`src/sv/atte_pkg.sv`:
```
// ----------------------------------------------------------------------------
// atte_pkg
// Shared types, geometry and palette for the ANSI text terminal engine.
// ----------------------------------------------------------------------------
package atte_pkg;

  localparam int COLUMNS    = 160;
  localparam int ROWS       = 90;
  localparam int MAX_PARAMS = 8;
  localparam int SEQ_LIMIT  = 23;

  localparam int PIDX_W = $clog2(MAX_PARAMS);
  localparam int PCNT_W = $clog2(MAX_PARAMS + 1);

  localparam logic [23:0] WHITE    = 24'hFFFFFF;
  localparam logic [23:0] BLACK    = 24'h000000;
  localparam logic [23:0] FORE_RST = 24'hAAAAAA;

  // input operations
  localparam logic [1:0] OP_CHAR = 2'd0;
  localparam logic [1:0] OP_BS   = 2'd1;
  localparam logic [1:0] OP_MARK = 2'd2;

  // result kinds
  localparam logic [1:0] K_DRAW   = 2'd0;
  localparam logic [1:0] K_SPAN   = 2'd1;
  localparam logic [1:0] K_CLEAR  = 2'd2;
  localparam logic [1:0] K_SCROLL = 2'd3;

  // commands from front to back
  typedef enum logic [3:0] {
    C_TEXT, C_NL, C_BS, C_MARK, C_SGR, C_CUP, C_CUU, C_CUD, C_CUF, C_CUB,
    C_ED, C_EL, C_NONE
  } cmd_e;

  typedef struct packed {
    logic [1:0] op;
    logic [7:0] char_in;
  } in_t;

  typedef struct packed {
    logic [1:0]  kind;
    logic [7:0]  col;
    logic [7:0]  col_end;
    logic [6:0]  row;
    logic [7:0]  glyph;
    logic [23:0] fore;
    logic [23:0] back;
    logic        last;
  } out_t;

  typedef struct packed {
    cmd_e                         cmd;
    logic [7:0]                   ch;
    logic [PCNT_W-1:0]            pcnt;
    logic [MAX_PARAMS-1:0][15:0]  pv;
  } cmd_t;

  function automatic logic [23:0] dark(input logic [2:0] i);
    case (i)
      3'd0: dark = 24'h000000;
      3'd1: dark = 24'hAA0000;
      3'd2: dark = 24'h00AA00;
      3'd3: dark = 24'hAA5500;
      3'd4: dark = 24'h0000AA;
      3'd5: dark = 24'hAA00AA;
      3'd6: dark = 24'h00AAAA;
      default: dark = 24'hAAAAAA;
    endcase
  endfunction

  function automatic logic [23:0] bright(input logic [2:0] i);
    case (i)
      3'd0: bright = 24'h555555;
      3'd1: bright = 24'hFF5555;
      3'd2: bright = 24'h55FF55;
      3'd3: bright = 24'hFFFF55;
      3'd4: bright = 24'h5555FF;
      3'd5: bright = 24'hFF55FF;
      3'd6: bright = 24'h55FFFF;
      default: bright = 24'hFFFFFF;
    endcase
  endfunction

endpackage

```
`src/sv/atte_front.sv`:
```
// ----------------------------------------------------------------------------
// atte_front
// Escape parser: classifies bytes and collects CSI parameters into commands.
// ----------------------------------------------------------------------------
module atte_front import atte_pkg::*; (
  input  logic clk,
  input  logic rst,
  input  logic in_valid,
  input  in_t  in_data,
  output logic in_ready,
  output logic cmd_valid,
  output cmd_t cmd_data,
  input  logic cmd_ready
);

  logic [1:0]                  mode;
  logic [4:0]                  seq_len;
  logic [PCNT_W-1:0]           pcnt;
  logic [MAX_PARAMS-1:0][15:0] pv;
  logic [15:0]                 acc;
  logic                        seen;
  logic                        stopped;

  logic        is_final, is_dig;
  logic [19:0] acc_x10;
  logic [15:0] acc_sat;
  cmd_t        c;
  logic        emit;

  assign in_ready = cmd_ready;
  assign is_dig   = in_data.char_in inside {[8'h30:8'h39]};
  assign is_final = in_data.char_in inside {"m", "J", "H", "f", "A", "B", "C", "D", "K"};
  assign acc_x10  = {1'b0, acc, 3'b000} + {3'b000, acc, 1'b0} + {16'd0, in_data.char_in[3:0]};
  assign acc_sat  = (acc_x10 > 20'd65535) ? 16'hFFFF : acc_x10[15:0];

  always_comb begin
    c       = '0;
    c.cmd   = C_NONE;
    c.ch    = in_data.char_in;
    c.pcnt  = pcnt;
    c.pv    = pv;
    emit    = 1'b1;
    case (in_data.op)
      OP_BS:   c.cmd = C_BS;
      OP_MARK: c.cmd = C_MARK;
      OP_CHAR: begin
        if (mode == 2'd2) begin
          if (is_final) begin
            // final byte: flush a pending value
            if (!stopped && seen && pcnt < PCNT_W'(MAX_PARAMS)) begin
              c.pv[pcnt[PIDX_W-1:0]] = acc;
              c.pcnt = pcnt + 1'b1;
            end
            case (in_data.char_in)
              "m":      c.cmd = C_SGR;
              "H", "f": c.cmd = C_CUP;
              "A":      c.cmd = C_CUU;
              "B":      c.cmd = C_CUD;
              "C":      c.cmd = C_CUF;
              "D":      c.cmd = C_CUB;
              "J":      c.cmd = C_ED;
              default:  c.cmd = C_EL;
            endcase
          end else begin
            emit = 1'b0;
          end
        end else if (mode == 2'd1 && in_data.char_in == "[") begin
          emit = 1'b0;
        end else if (in_data.char_in == 8'h1B) begin
          emit = 1'b0;
        end else if (in_data.char_in == 8'h0A) begin
          c.cmd = C_NL;
        end else begin
          c.cmd = C_TEXT;
        end
      end
      default: emit = 1'b0;
    endcase
  end

  assign cmd_valid = in_valid && emit;
  assign cmd_data  = c;

  always_ff @(posedge clk) begin
    if (rst) begin
      mode <= 2'd0; seq_len <= '0; pcnt <= '0; acc <= '0;
      seen <= 1'b0; stopped <= 1'b0;
    end else if (in_valid && in_ready && in_data.op == OP_CHAR) begin
      if (mode == 2'd2) begin
        if (is_final) begin
          mode <= 2'd0;
        end else if (seq_len < 5'(SEQ_LIMIT)) begin
          seq_len <= seq_len + 1'b1;
          if (!stopped) begin
            if (is_dig) begin
              acc <= acc_sat; seen <= 1'b1;
            end else begin
              if (in_data.char_in != 8'h00 || seen) begin
                if (pcnt < PCNT_W'(MAX_PARAMS)) begin
                  pv[pcnt[PIDX_W-1:0]] <= acc;
                  pcnt <= pcnt + 1'b1;
                end
                acc <= '0; seen <= 1'b0;
              end
              if (in_data.char_in != ";") stopped <= 1'b1;
            end
          end
        end
      end else if (mode == 2'd1 && in_data.char_in == "[") begin
        mode <= 2'd2; seq_len <= '0; pcnt <= '0; acc <= '0;
        seen <= 1'b0; stopped <= 1'b0;
      end else if (in_data.char_in == 8'h1B) begin
        mode <= 2'd1;
      end else begin
        mode <= 2'd0;
      end
    end
  end

endmodule

```
`src/sv/atte_fifo.sv`:
```
// ----------------------------------------------------------------------------
// atte_fifo
// Two-entry command queue between parser and executor.
// ----------------------------------------------------------------------------
module atte_fifo import atte_pkg::*; (
  input  logic clk,
  input  logic rst,
  input  logic wr_valid,
  input  cmd_t wr_data,
  output logic wr_ready,
  output logic rd_valid,
  output cmd_t rd_data,
  input  logic rd_ready
);

  cmd_t       mem [2];
  logic       wp, rp;
  logic [1:0] cnt;

  assign wr_ready = cnt != 2'd2;
  assign rd_valid = cnt != 2'd0;
  assign rd_data  = mem[rp];

  always_ff @(posedge clk) begin
    if (wr_valid && wr_ready) mem[wp] <= wr_data;
    if (rst) begin
      wp <= 1'b0; rp <= 1'b0; cnt <= '0;
    end else begin
      if (wr_valid && wr_ready) wp <= ~wp;
      if (rd_valid && rd_ready) rp <= ~rp;
      cnt <= cnt + 2'(wr_valid && wr_ready) - 2'(rd_valid && rd_ready);
    end
  end

endmodule

```
`src/sv/atte_back.sv`:
```
// ----------------------------------------------------------------------------
// atte_back
// Executor: cursor, colors, SGR walk and result generation.
// ----------------------------------------------------------------------------
module atte_back import atte_pkg::*; (
  input  logic clk,
  input  logic rst,
  input  logic cmd_valid,
  input  cmd_t cmd_data,
  output logic cmd_ready,
  output logic res_valid,
  output out_t res_data,
  input  logic res_ready
);

  typedef enum logic [1:0] {S_IDLE, S_SGR, S_OUT1, S_OUT2} state_e;

  state_e            state;
  logic [7:0]        cx, mx;
  logic [6:0]        cy, my;
  logic [23:0]       fg, bg;
  cmd_t              cur;
  logic [PIDX_W:0]   pidx;
  out_t              r1, r2;

  logic [15:0] n0, n1, nm, pn;
  logic [16:0] sx, sy;
  logic [2:0]  bi;
  logic        bhit;
  logic [23:0] fg_n, bg_n;

  assign n0 = (cmd_data.pcnt > 0) ? cmd_data.pv[0] : 16'd0;
  assign n1 = (cmd_data.pcnt > 1) ? cmd_data.pv[1] : 16'd0;
  assign nm = (n0 == 0) ? 16'd1 : n0;
  assign sx = {9'd0, cx} + {1'b0, nm};
  assign sy = {10'd0, cy} + {1'b0, nm};

  assign cmd_ready = (state == S_IDLE) && !res_valid;
  assign res_valid = (state == S_OUT1) || (state == S_OUT2);
  assign res_data  = (state == S_OUT2) ? r2 : r1;

  // one stored parameter per cycle
  assign pn = cur.pv[pidx[PIDX_W-1:0]];
  always_comb begin
    bhit = 1'b0; bi = 3'd0;
    for (int i = 7; i >= 0; i--) begin
      if (fg == dark(3'(i))) begin
        bhit = 1'b1; bi = 3'(i);
      end
    end
    fg_n = fg; bg_n = bg;
    if (pn == 16'd0) begin
      fg_n = WHITE; bg_n = BLACK;
    end else if (pn == 16'd1) begin
      if (bhit) fg_n = bright(bi);
    end else if (pn inside {[16'd30:16'd37]}) fg_n = dark(pn[2:0] - 3'd6);
    else if (pn == 16'd39) fg_n = WHITE;
    else if (pn inside {[16'd40:16'd47]}) bg_n = dark(pn[2:0]);
    else if (pn == 16'd49) bg_n = BLACK;
    else if (pn inside {[16'd90:16'd97]}) fg_n = bright(pn[2:0] - 3'd2);
    else if (pn inside {[16'd100:16'd107]}) bg_n = bright(pn[2:0] - 3'd4);
  end

  function automatic out_t mk(input logic [1:0] k, input logic [7:0] c0,
                              input logic [7:0] c1, input logic [6:0] rw,
                              input logic [7:0] g, input logic [23:0] f,
                              input logic [23:0] b, input logic l);
    out_t o;
    o.kind = k; o.col = c0; o.col_end = c1; o.row = rw; o.glyph = g;
    o.fore = f; o.back = b; o.last = l;
    return o;
  endfunction

  always_ff @(posedge clk) begin
    if (rst) begin
      state <= S_IDLE; cx <= '0; cy <= '0; mx <= '0; my <= '0;
      fg <= FORE_RST; bg <= BLACK; pidx <= '0;
    end else begin
      case (state)
        S_IDLE: if (cmd_valid && cmd_ready) begin
          cur <= cmd_data;
          case (cmd_data.cmd)
            C_TEXT: begin
              if (cx == 8'(COLUMNS - 1)) begin
                cx <= '0;
                if (cy == 7'(ROWS - 1)) begin
                  r1 <= mk(K_DRAW, cx, cx, cy, cmd_data.ch, fg, bg, 1'b0);
                  r2 <= mk(K_SCROLL, 8'd0, 8'(COLUMNS - 1), 7'(ROWS - 1),
                           8'h20, fg, bg, 1'b1);
                end else begin
                  cy <= cy + 1'b1;
                  r1 <= mk(K_DRAW, cx, cx, cy, cmd_data.ch, fg, bg, 1'b1);
                end
              end else begin
                cx <= cx + 1'b1;
                r1 <= mk(K_DRAW, cx, cx, cy, cmd_data.ch, fg, bg, 1'b1);
              end
              state <= S_OUT1;
            end
            C_NL: begin
              cx <= '0;
              if (cy == 7'(ROWS - 1)) begin
                r1 <= mk(K_SCROLL, 8'd0, 8'(COLUMNS - 1), 7'(ROWS - 1),
                         8'h20, fg, bg, 1'b1);
                state <= S_OUT1;
              end else cy <= cy + 1'b1;
            end
            C_BS: begin
              if (!(cx == mx && cy == my) && !(cx == 0 && cy == 0)) begin
                if (cx == 0) begin
                  cy <= cy - 1'b1; cx <= 8'(COLUMNS - 1);
                  r1 <= mk(K_DRAW, 8'(COLUMNS - 1), 8'(COLUMNS - 1), cy - 1'b1,
                           8'h20, fg, bg, 1'b1);
                end else begin
                  cx <= cx - 1'b1;
                  r1 <= mk(K_DRAW, cx - 1'b1, cx - 1'b1, cy, 8'h20, fg, bg, 1'b1);
                end
                state <= S_OUT1;
              end
            end
            C_MARK: begin
              mx <= cx; my <= cy;
            end
            C_SGR: begin
              if (cmd_data.pcnt == 0) begin
                fg <= WHITE; bg <= BLACK;
              end else begin
                pidx <= '0; state <= S_SGR;
              end
            end
            C_CUP: begin
              cy <= (n0 == 0) ? 7'd0 : (n0 > 16'(ROWS)) ? 7'(ROWS - 1) : 7'(n0 - 1);
              cx <= (n1 == 0) ? 8'd0 :
                    (n1 > 16'(COLUMNS)) ? 8'(COLUMNS - 1) : 8'(n1 - 1);
            end
            C_CUU: cy <= ({9'd0, cy} >= nm) ? 7'({9'd0, cy} - nm) : 7'd0;
            C_CUD: cy <= (sy >= 17'(ROWS)) ? 7'(ROWS - 1) : sy[6:0];
            C_CUF: cx <= (sx >= 17'(COLUMNS)) ? 8'(COLUMNS - 1) : sx[7:0];
            C_CUB: cx <= ({8'd0, cx} >= nm) ? 8'({8'd0, cx} - nm) : 8'd0;
            C_ED: if (n0 == 16'd2) begin
              r1 <= mk(K_CLEAR, 8'd0, 8'(COLUMNS - 1), 7'd0, 8'h20, fg, bg, 1'b1);
              cx <= '0; cy <= '0; state <= S_OUT1;
            end
            C_EL: begin
              if (n0 <= 16'd2) state <= S_OUT1;
              case (n0[1:0])
                2'd0: r1 <= mk(K_SPAN, cx, 8'(COLUMNS - 1), cy, 8'h20, fg, bg, 1'b1);
                2'd1: r1 <= mk(K_SPAN, 8'd0, cx, cy, 8'h20, fg, bg, 1'b1);
                default: r1 <= mk(K_SPAN, 8'd0, 8'(COLUMNS - 1), cy, 8'h20,
                                  fg, bg, 1'b1);
              endcase
            end
            default: ;
          endcase
        end
        S_SGR: begin
          fg <= fg_n; bg <= bg_n;
          pidx <= pidx + 1'b1;
          if (pidx + 1'b1 == (PIDX_W+1)'(cur.pcnt)) state <= S_IDLE;
        end
        S_OUT1: if (res_ready) state <= r1.last ? S_IDLE : S_OUT2;
        S_OUT2: if (res_ready) state <= S_IDLE;
        default: state <= S_IDLE;
      endcase
    end
  end

endmodule

```
`src/sv/ansi_text_terminal_engine.sv`:
```
// ----------------------------------------------------------------------------
// ansi_text_terminal_engine
// Terminal byte stream to draw commands: parser front, queue, executor back.
// ----------------------------------------------------------------------------
// Path: a byte's command is written into the queue, taken from it by the
// executor and registered there as a result on dout until it is popped.
// The executor takes no new command while a result is pending or while an
// SGR terminator walks its stored parameters; a second result is held on
// dout after the first one is popped.
// Reset: synchronous rst clears parser, cursor, mark, colors and the queue.
module ansi_text_terminal_engine import atte_pkg::*; (
  input  logic clk,
  input  logic rst,
  input  logic push,
  input  in_t  din,
  output logic full,
  output logic empty,
  output out_t dout,
  input  logic pop
);

  // front to queue
  logic f_valid, f_ready;
  cmd_t f_cmd;
  // queue to back
  logic q_valid, q_ready;
  cmd_t q_cmd;
  logic in_ready, res_valid;

  atte_front u_front (
    .clk, .rst,
    .in_valid(push), .in_data(din), .in_ready(in_ready),
    .cmd_valid(f_valid), .cmd_data(f_cmd), .cmd_ready(f_ready)
  );

  atte_fifo u_fifo (
    .clk, .rst,
    .wr_valid(f_valid), .wr_data(f_cmd), .wr_ready(f_ready),
    .rd_valid(q_valid), .rd_data(q_cmd), .rd_ready(q_ready)
  );

  atte_back u_back (
    .clk, .rst,
    .cmd_valid(q_valid), .cmd_data(q_cmd), .cmd_ready(q_ready),
    .res_valid(res_valid), .res_data(dout), .res_ready(pop)
  );

  // the parser only takes a byte when the queue has room for its command
  assign full  = !in_ready;
  assign empty = !res_valid;

  // a result without last is always followed by the second one
  a_last_ends: assert property (@(posedge clk) disable iff (rst)
    (!empty && pop && !dout.last) |=> !empty)
    else $error("last handling");
  a_scroll_row: assert property (@(posedge clk) disable iff (rst)
    (!empty && dout.kind == K_SCROLL) |-> dout.row == 7'(ROWS - 1))
    else $error("scroll row");
  a_hold: assert property (@(posedge clk) disable iff (rst)
    (!empty && !pop) |=> !empty && $stable(dout))
    else $error("result dropped");
endmodule
```
`config.mk`:
```
export PLATFORM = sky130hd
export DESIGN_NAME = ansi_text_terminal_engine
export DESIGN_NICKNAME = d
export VERILOG_FILES = /design/src/sv/atte_pkg.sv /design/src/sv/atte_front.sv /design/src/sv/atte_fifo.sv /design/src/sv/atte_back.sv /design/src/sv/ansi_text_terminal_engine.sv
export SDC_FILE = /design/constraint.sdc
export NUM_CORES = 1
export LEC_CHECK = 0
export BUFFER_PORTS_ARGS = -buffer_cell sky130_fd_sc_hd__buf_2
export CAP_MARGIN = 15
export CORE_ASPECT_RATIO = 0.5
export CORE_UTILIZATION = 63
export CTS_BUF_LIST = sky130_fd_sc_hd__clkbuf_16
export CTS_CLUSTER_DIAMETER = 30
export DETAILED_ROUTE_END_ITERATION = 8
export GPL_TIMING_DRIVEN = 0
export PLACE_DENSITY = 0.8
export SYNTH_ARGS = -nofsm -noshare
export SYNTH_HDL_FRONTEND = slang
export SYNTH_SLANG_ARGS = --single-unit
```
`constraint.sdc`:
```
create_clock -name clk -period 13.6 [get_ports clk]
set_input_delay 2.04 -clock clk [delete_from_list [all_inputs] [get_ports clk]]
set_output_delay 2.04 -clock clk [all_outputs]
set_load 0.03 [all_outputs]
```
# Yosys cells after proc, flatten, opt, wreduce, memory -nomap -nowiden
# Memory sizes are Yosys's and may differ from the RTL's. A register that Yosys moved wholly into a read port is not among the register bits.
# Cells that the tools add are included.
# word_totals
ramBits	288
memories	1
mem_bits_ro	0
out_inout_bits	84
word_cells	430
latch_bits	0
regBits	507
in_bits	14
# op_classes
mul	0
muxes	154
add_sub_neg	20
n_div	0
reduce_logical	66
shifts	0
bitwise_logic	6
n_lt_le_gt_ge	25
n_eq_ne	114
# mem_list
memory	words	word_bits	rd	rd_ports_with_merged_regs	wr	line	source
u_fifo.mem	2	144	1	1	1	atte_fifo.sv:16	cmd_t mem [2];
# op_table
op	count
case mux 24 bit (7 select lines)	5
2-to-1 mux 132 bit	4
2-to-1 mux 24 bit	22
case mux 82 bit (5 select lines)	1
2-to-1 mux 82 bit	4
2-to-1 mux 16 bit	13
case mux 80 bit (2 select lines)	1
bitwise mux 128 bit	1
equality test 24 bit (second input constant)	4
case mux 24 bit (2 select lines)	2
equality test 8 x 7 -> 1 bit (second input constant)	10
2-to-1 mux 80 bit	1
2-to-1 mux 8 bit	8
2-to-1 mux 7 bit	9
2-to-1 mux 4 bit	15
case mux 8 bit (7 select lines)	1
case mux 7 bit (7 select lines)	1
binary-select mux 16 bit (select 3 bit)	1
demux 16 bit (select 3 bit)	1
equality test 24 x 16 -> 1 bit (second input constant)	2
zero test 16 bit	3
equality test 3 bit (second input constant)	15
2-to-1 mux 1 bit	33
equality test 16 x 6 -> 1 bit (second input constant)	2
other kinds (99)	226

# Longest topological paths before layout
# Gate-level depths: netlist of the first run.
# depth
depth_word	15
ltp_mapped	23
depth_no_buf	19

# Cells and area by module
# From an unflattened synthesis of the first run, not the netlist that was laid out.
# hier_totals
hier_cells	2602
area_unflattened_um2	34973.5
# modules_own_cells
module	area_per_inst_um2	seq_area_each_um2	instances	cells_per_inst
atte_back	13613.1	6506.2	1	1327
atte_fifo	10860.4	8748.4	1	474
atte_front	10492.6	4424.2	1	799
ansi_text_terminal_engine	7.5	0.0	1	2

# Worst setup path after synthesis of the first run
# OpenSTA, ideal clock, no wires.
# synth_timing
path_type	input to register
from	input din[0] (netlist bit)
to	register u_front.pv[0] (netlist bit) (enable)
setup_time_ns	0.773
slack_ns	1.098
path_stages	7
n_path_buf	1
t_required_ns	12.827
arrival_ns	11.729
cell_sequence	clkbuf_1 -> and3b_1 -> o21a_1 -> o21ai_1 -> a21oi_1 -> a211o_1 -> nor3_1
# synth_between
elab_chain_cells	4
word_cells_on_any_way	18
cone_classes	2 x order compare; 9 x eq/ne; 2 x bitwise; 5 x reduce/logical
# synth_rtl
element	line	source
start, declared	ansi_text_terminal_engine.sv:15	input in_t din,
greater-or-equal comparator 8 x 6 -> 1 bit, or another cell as far along	atte_front.sv:31	assign is_dig = in_data.char_in inside {[8'h30:8'h39]};
logical AND 1 bit or nonzero test 9 bit (tied branches)	atte_front.sv:31, atte_front.sv:32	
NOT 1 bit (no line)	-	
AND reduction 9 bit (no line) *	-	
end signal, assigned by index	atte_front.sv:100	pv[pcnt[PIDX_W-1:0]] <= acc;
end, declared	atte_front.sv:19	logic [MAX_PARAMS-1:0][15:0] pv;
# Mark *: on every way between the ends. The rest lies on a longest branch, timed or not.
# A chain may end at the register's enable or synchronous reset.

==> impl_metrics.json, run 1 <==
{
  "required_ns": 14.09,
  "cts_tree": "done",
  "antenna_found_initial": 2,
  "worst_slack_ns": 6.73,
  "root_buffer": "clkbuf_16",
  "htreeDepth": 3,
  "clk_pin_slew_ns": 0.06,
  "path_class": "reg -> reg",
  "routed_via_density": 6.53,
  "synth_area_leaders": "edfxtp_1, mux2_2, dfxtp_1, ha_1, nand2_1",
  "first_pass_iters": 8,
  "hold_viol": 0,
  "dieArea_sq_um": 54900,
  "synth_nets": 2722,
  "fin_tns_setup_ns": 0,
  "ys_async_sr_fraction_pct": 0,
  "fin_nets": 2936,
  "vias": 23500,
  "skew_ns": 0.0819,
  "clkSinkCount": 682,
  "setup_viol": 0,
  "final_common_cell": "edfxtp_1",
  "rows": 59,
  "grt.overflow.total": 0,
  "ys_seq_area_share_pct": 57.9,
  "hold_class": "reg -> reg",
  "fmax_mhz": 146,
  "p_clk_share_pct": 35.1,
  "post_cts_buffers": 0,
  "p_sw_share_pct": 33.2,
  "powerDensity_nw_per_um2": 162,
  "start_util_pct": 64.5,
  "whs_ns": 0.472,
  "synth_area_sq_um": 34000,
  "track_usage_pct": 32.9,
  "placed_cells": 3444,
  "relSlewSlack_pct": 17.8,
  "tightest_slew_ns": 1.23,
  "status": "completed",
  "placed_cell_area_sq_um": 35800,
  "grt_pass1_wl_mm": 136,
  "area_delta_synth_final_pct": 13.8,
  "r2r_cells": 19,
  "cts_buffers": 83,
  "maxCapViolCount": 0,
  "ant_nets": 0,
  "final_util_pct": 73.4,
  "synth_warnings": 0,
  "syn_inst": 2618,
  "die_w_um": 330,
  "layout-drive-gt1-share_pct": 26.9,
  "die_h_um": 166,
  "synth_top_cell_by_area": "edfxtp_1",
  "power.total_mw": 6.26,
  "power_frac_seq_pct": 39.3,
  "wl_mm": 90.0,
  "ys_seq_elements": 682,
  "power_switching_mw": 2.08,
  "synth-edff-count": 602,
  "fin_crit_sh_pct": 50.5,
  "fin_area_sq_um": 38700,
  "core_area_sq_um": 52600,
  "ios": 98,
  "place_ws_ns": 7.02,
  "p_leak_nw": 11.8,
  "critPathMaxFanout": 10,
  "clk_path_buf_depth": 3,
  "gp_congestion": 0.958,
  "yosysTopAreaCellShare_pct": 53.2,
  "grt_max_degree": 57,
  "min_delay_path_depth": 2,
  "ctsResizeCount": 0,
  "vdd_drop_max_mv": 0.108,
  "synth_cell_types": 97,
  "cp.arrival_ns": 7.35,
  "drc": 0,
  "place_hpwl_mm": 62.6,
  "clkLatencyLatePin_ns": 0.66,
  "final_cell_mix": "edfxtp_1, mux2_2, nand2_1, nor2_1, buf_2",
  "hold_buffers": 0,
  "comb_power_share_pct": 25.5,
  "wl_per_cell_um": 25.0,
  "rsz0062_at_grt": "false",
  "p_int_mw": 4.18,
  "avgSynthCellArea_sq_um": 13.0,
  "io_buffers": 97,
  "drt_iter0_drc": 2728,
  "ys.flop_type": "edfxtp_1",
  "period_needed_ns": 6.87,
  "finalMaxSlewViolations": 0,
  "critPathCaptureType": "flop",
  "cp-start-kind": "flop",
  "grt_pass1_vias": 22500,
  "final_cells": 3602
}
-- cell usage after synthesis (29+ instances only) --
| cell | instances |
|---|---|
| xnor2_1 | 33 |
| nor3_1 | 40 |
| a21oi_1 | 102 |
| buf_4 | 41 |
| inv_1 | 70 |
| mux2_2 | 393 |
| nand2_1 | 199 |
| nor2_1 | 161 |
| ha_1 | 84 |
| xor2_1 | 42 |
| mux2i_1 | 36 |
| and2_1 | 29 |
| nor4_1 | 36 |
| o21ai_0 | 95 |
| edfxtp_1 | 602 |
| dfxtp_1 | 80 |
| nand2b_1 | 39 |
| nand3_1 | 46 |
| clkbuf_1 | 80 |
-- final timing paths --
kind	startpoint	to	slack, ns
setup / recovery	flop	u_back.cx[5]	6.73
hold / removal	u_front.seq_len[4]	u_front.seq_len[4]	0.47
setup reg to reg	flop	u_back.cx[5]	6.73
hold reg to reg	u_front.seq_len[4]	u_front.seq_len[4]	0.47
-- routing by layer --
layer / track usage, % / routed length (um)
met5: 0 / 0
met4: 12.2 / 3290
met3: 5.51 / 8150
met2: 50.6 / 40900
met1: 47.2 / 37700
-- area by class of cell --
type | instances | area (sq um)
clock buffers | 84 | 2100
clock inverters | 69 | 697
repair buffers | 129 | 986
well taps | 701 | 877
flip-flops and latches | 682 | 19700
diodes | 1 | 2.50
fillers | 3358 | 14000
inverters | 75 | 282
multi-input cells | 1706 | 13200
plain buffers | 155 | 863
-- critical path, cell delays in order, from the launching register on --
cell	delay (ns)
dfxtp_1	0.33
buf_6	0.17
nor2_1	0.08
a22oi_1	0.73
clkbuf_1	0.44
buf_1	0.46
nand2_1	0.21
ha_1	0.22
clkbuf_1	0.27
nand2_1	0.16
nand2_1	0.28
fa_1	0.52
or2_2	0.35
a221oi_1	0.57
o21ai_0	0.43
o21ai_0	0.52
o41ai_1	0.23
a21oi_2	0.27
a31oi_1	0.16
o41ai_2	0.29
-- registers in the layout (all words and copies together), names as in the netlist, named ones only --
name,flops
u_fifo.wp,1
u_front.pcnt,4
u_front.seq_len,5
u_back.cy,7
u_back.cx,8
u_fifo.cnt,2
u_back.pidx,4
u_fifo.rp,1
u_back.cur,132
u_front.acc,16
u_front.stopped,1
u_back.bg,5
u_back.fg,5
u_back.my,7
u_front.pv,128
u_fifo.mem,288
u_back.mx,8
u_front.seen,1
u_back.state,2
u_back.r2,10
u_back.r1,44
u_front.mode,2
-- power groups by stage --
stage / Combinational, mW / Clock [mW] / Sequential (mW)
floorplan: 1.07 / 0 / 2.52
global placement: 1.49 / 0 / 2.57
detailed placement: 1.55 / 0 / 2.50
CTS: 1.56 / 2.21 / 2.46
global route: 1.71 / 2.30 / 2.47
finish: 1.60 / 2.20 / 2.46
-- cells by family (layout without fill, tap and decap cells) --
family | Yosys count | count (layout) | share of synthesized area, %
mux | 449 | 449 | 15.3
simple gates | 666 | 666 | 9.60
other cells | 0 | 1 | 0
compound gates | 426 | 426 | 8.41
fa+ha+maj | 90 | 90 | 3.45
xor+xnor | 75 | 75 | 1.93
buf+inv | 230 | 512 | 3.37
flops | 682 | 682 | 57.9
Note: power is estimated with default switching activity, not from simulation.
==> run 2: changes to the inputs <==
- CORE_UTILIZATION: 63 -> 57
- PLACE_DENSITY: 0.8 -> 0.77
- clock period: 13.6 -> 6.1 ns (I/O delays scaled with it)
==> run 2 against run 1 <==
- flip-flop and latch count unchanged
- die area increased by 10%
- design area increased by 1.1%
- routed wire length increased by 0.59%
- worst setup slack got worse by 6.3 ns
- sequential share of layout area decreased by 0.58 points
- combinational power increased by 120%
- clock skew decreased by 0.030 ns
- worst hold slack got worse by 0.0095 ns
- non-clock buffer count decreased by 9
- global-route usage decreased by 3.0 points
- utilization decreased by 6.2 points
- largest power group unchanged
==> impl_metrics.json, run 2 (synthesized netlist as in run 1, its figures left out) <==
{
  "status": "completed",
  "fin_tns_setup_ns": 0,
  "fin_area_sq_um": 39100,
  "track_usage_pct": 29.8,
  "vias": 23300,
  "root_buffer": "clkbuf_16",
  "placed_cell_area_sq_um": 35900,
  "r2r-end": "u_back.cx[5]",
  "place_ws_ns": -0.577,
  "wl_per_cell_um": 24.6,
  "cts_buffers": 90,
  "layout-drive-gt1-share_pct": 27.6,
  "wl_mm": 90.5,
  "clk_path_buf_depth": 3,
  "rsz0062_at_grt": "false",
  "period_needed_ns": 5.71,
  "grt_pass1_wl_mm": 137,
  "finalMaxSlewViolations": 0,
  "final_util_pct": 67.3,
  "cp.arrival_ns": 6.22,
  "routed_via_density": 6.33,
  "fin_nets": 2934,
  "path_class": "reg -> reg",
  "die_h_um": 175,
  "cp-start-kind": "flop",
  "skew_ns": 0.0522,
  "gp_congestion": 0.965,
  "setup_viol": 0,
  "grt_pass1_vias": 22700,
  "post_cts_buffers": 0,
  "worst_slack_ns": 0.387,
  "start_util_pct": 58.5,
  "critPathMaxFanout": 10,
  "clkSinkCount": 682,
  "antenna_found_initial": 5,
  "vdd_drop_max_mv": 0.253,
  "hold_viol": 0,
  "relSlewSlack_pct": 6.18,
  "hold_class": "reg -> reg",
  "critPathCaptureType": "flop",
  "grt_max_degree": 62,
  "regMostFlops": "u_fifo.mem",
  "grt.overflow.total": 0,
  "largest_reg_flops": 288,
  "hold_buffers": 0,
  "drc": 0,
  "p_leak_nw": 11.9,
  "tightest_slew_ns": 1.41,
  "first_pass_iters": 7,
  "ant_nets": 0,
  "powerDensity_nw_per_um2": 369,
  "final_cell_mix": "edfxtp_1, mux2_2, nand2_1, nor2_1, buf_2",
  "area_delta_synth_final_pct": 15.1,
  "ff2ff_setup_slack_ns": 0.39,
  "final_cells": 3674,
  "place_hpwl_mm": 62.3,
  "io_buffers": 97,
  "maxCapViolCount": 0,
  "required_ns": 6.61,
  "clk_pin_slew_ns": 0.06,
  "fmax_mhz": 175,
  "r2r_cells": 19,
  "crit_end": "u_back.cx[5]",
  "fin_crit_sh_pct": 93.7,
  "htreeDepth": 3,
  "ios": 98,
  "core_area_sq_um": 58100,
  "rows": 62,
  "dieArea_sq_um": 60600,
  "final_common_cell": "edfxtp_1",
  "drt_iter0_drc": 2403,
  "placed_cells": 3505,
  "die_w_um": 347,
  "clkLatencyLatePin_ns": 0.66,
  "cts_tree": "done"
}
run 2: power by group:
group / leakage [nW] / internal, mW / total, mW / switching (mW)
combinational: 5.71 / 1.21 / 3.56 / 2.35
sequential: 4.72 / 5.35 / 5.49 / 0.136
clock: 1.51 / 3.08 / 5.37 / 2.29
run 2: worst min path at each step:
stage,to,start,cells past startpoint,slack [ns]
after floorplan,u_back.r1[16],u_back.bg[15],0,0.43
after global placement,u_back.r2[22],u_back.bg[21],0,0.44
after detailed placement,u_back.my[3],u_back.my[3],2,0.46
after CTS,u_back.my[2],u_back.my[2],2,0.47
after global routing,u_back.my[0],u_back.my[0],2,0.49
final,u_back.my[0],u_back.my[0],2,0.46
run 2: what timing repair did:
item / in CTS / in global routing
endpoints found under the hold margin: 0 / 0
resized for setup: 4 / 4
cloned: 0 / 0
setup endpoints to repair: 13 / 8
run 2: layout make-up:
class | count | area, sq um
sequential | 682 | 19700
tap | 768 | 961
multi-input combinational | 1706 | 13200
clock inverter | 77 | 857
fill | 3978 | 19000
inverter | 75 | 282
clock buffer | 90 | 2250
timing repair buffer | 121 | 993
buffer | 154 | 861
antenna | 1 | 2.50
run 2: metal layers:
metal / GRT usage, % / vias to the layer above / wire [um]
met5: 0 / - / 30
met4: 9.94 / 4 / 2850
met3: 5.54 / 174 / 7630
met2: 47.7 / 1113 / 41400
met1: 41.4 / 11600 / 38600
li1: - / 10400 / -
run 2: worst max-delay path: stages, from the launching register on:
cell and delay, ns:
dfxtp_1 0.33, buf_6 0.17, nor2_1 0.09, a22oi_2 0.45
clkbuf_1 0.45, clkbuf_2 0.35, nand2_1 0.18, ha_2 0.30
nand2_1 0.13, nand2_1 0.29, ha_1 0.47, nor2b_1 0.08
o311a_1 0.32, o211ai_1 0.54, o21ai_0 0.16, a211oi_1 0.24
o211ai_1 0.23, a21oi_2 0.34, a31oi_1 0.16, o41ai_2 0.30
run 2: through the flow:
stage / power (mW) / hold WS, ns
floorplan: 7.95 / 0.425
global placement: 8.96 / 0.436
detailed placement: 9.04 / 0.458
CTS: 14.4 / 0.466
global route: 14.9 / 0.487
finish: 14.4 / 0.463
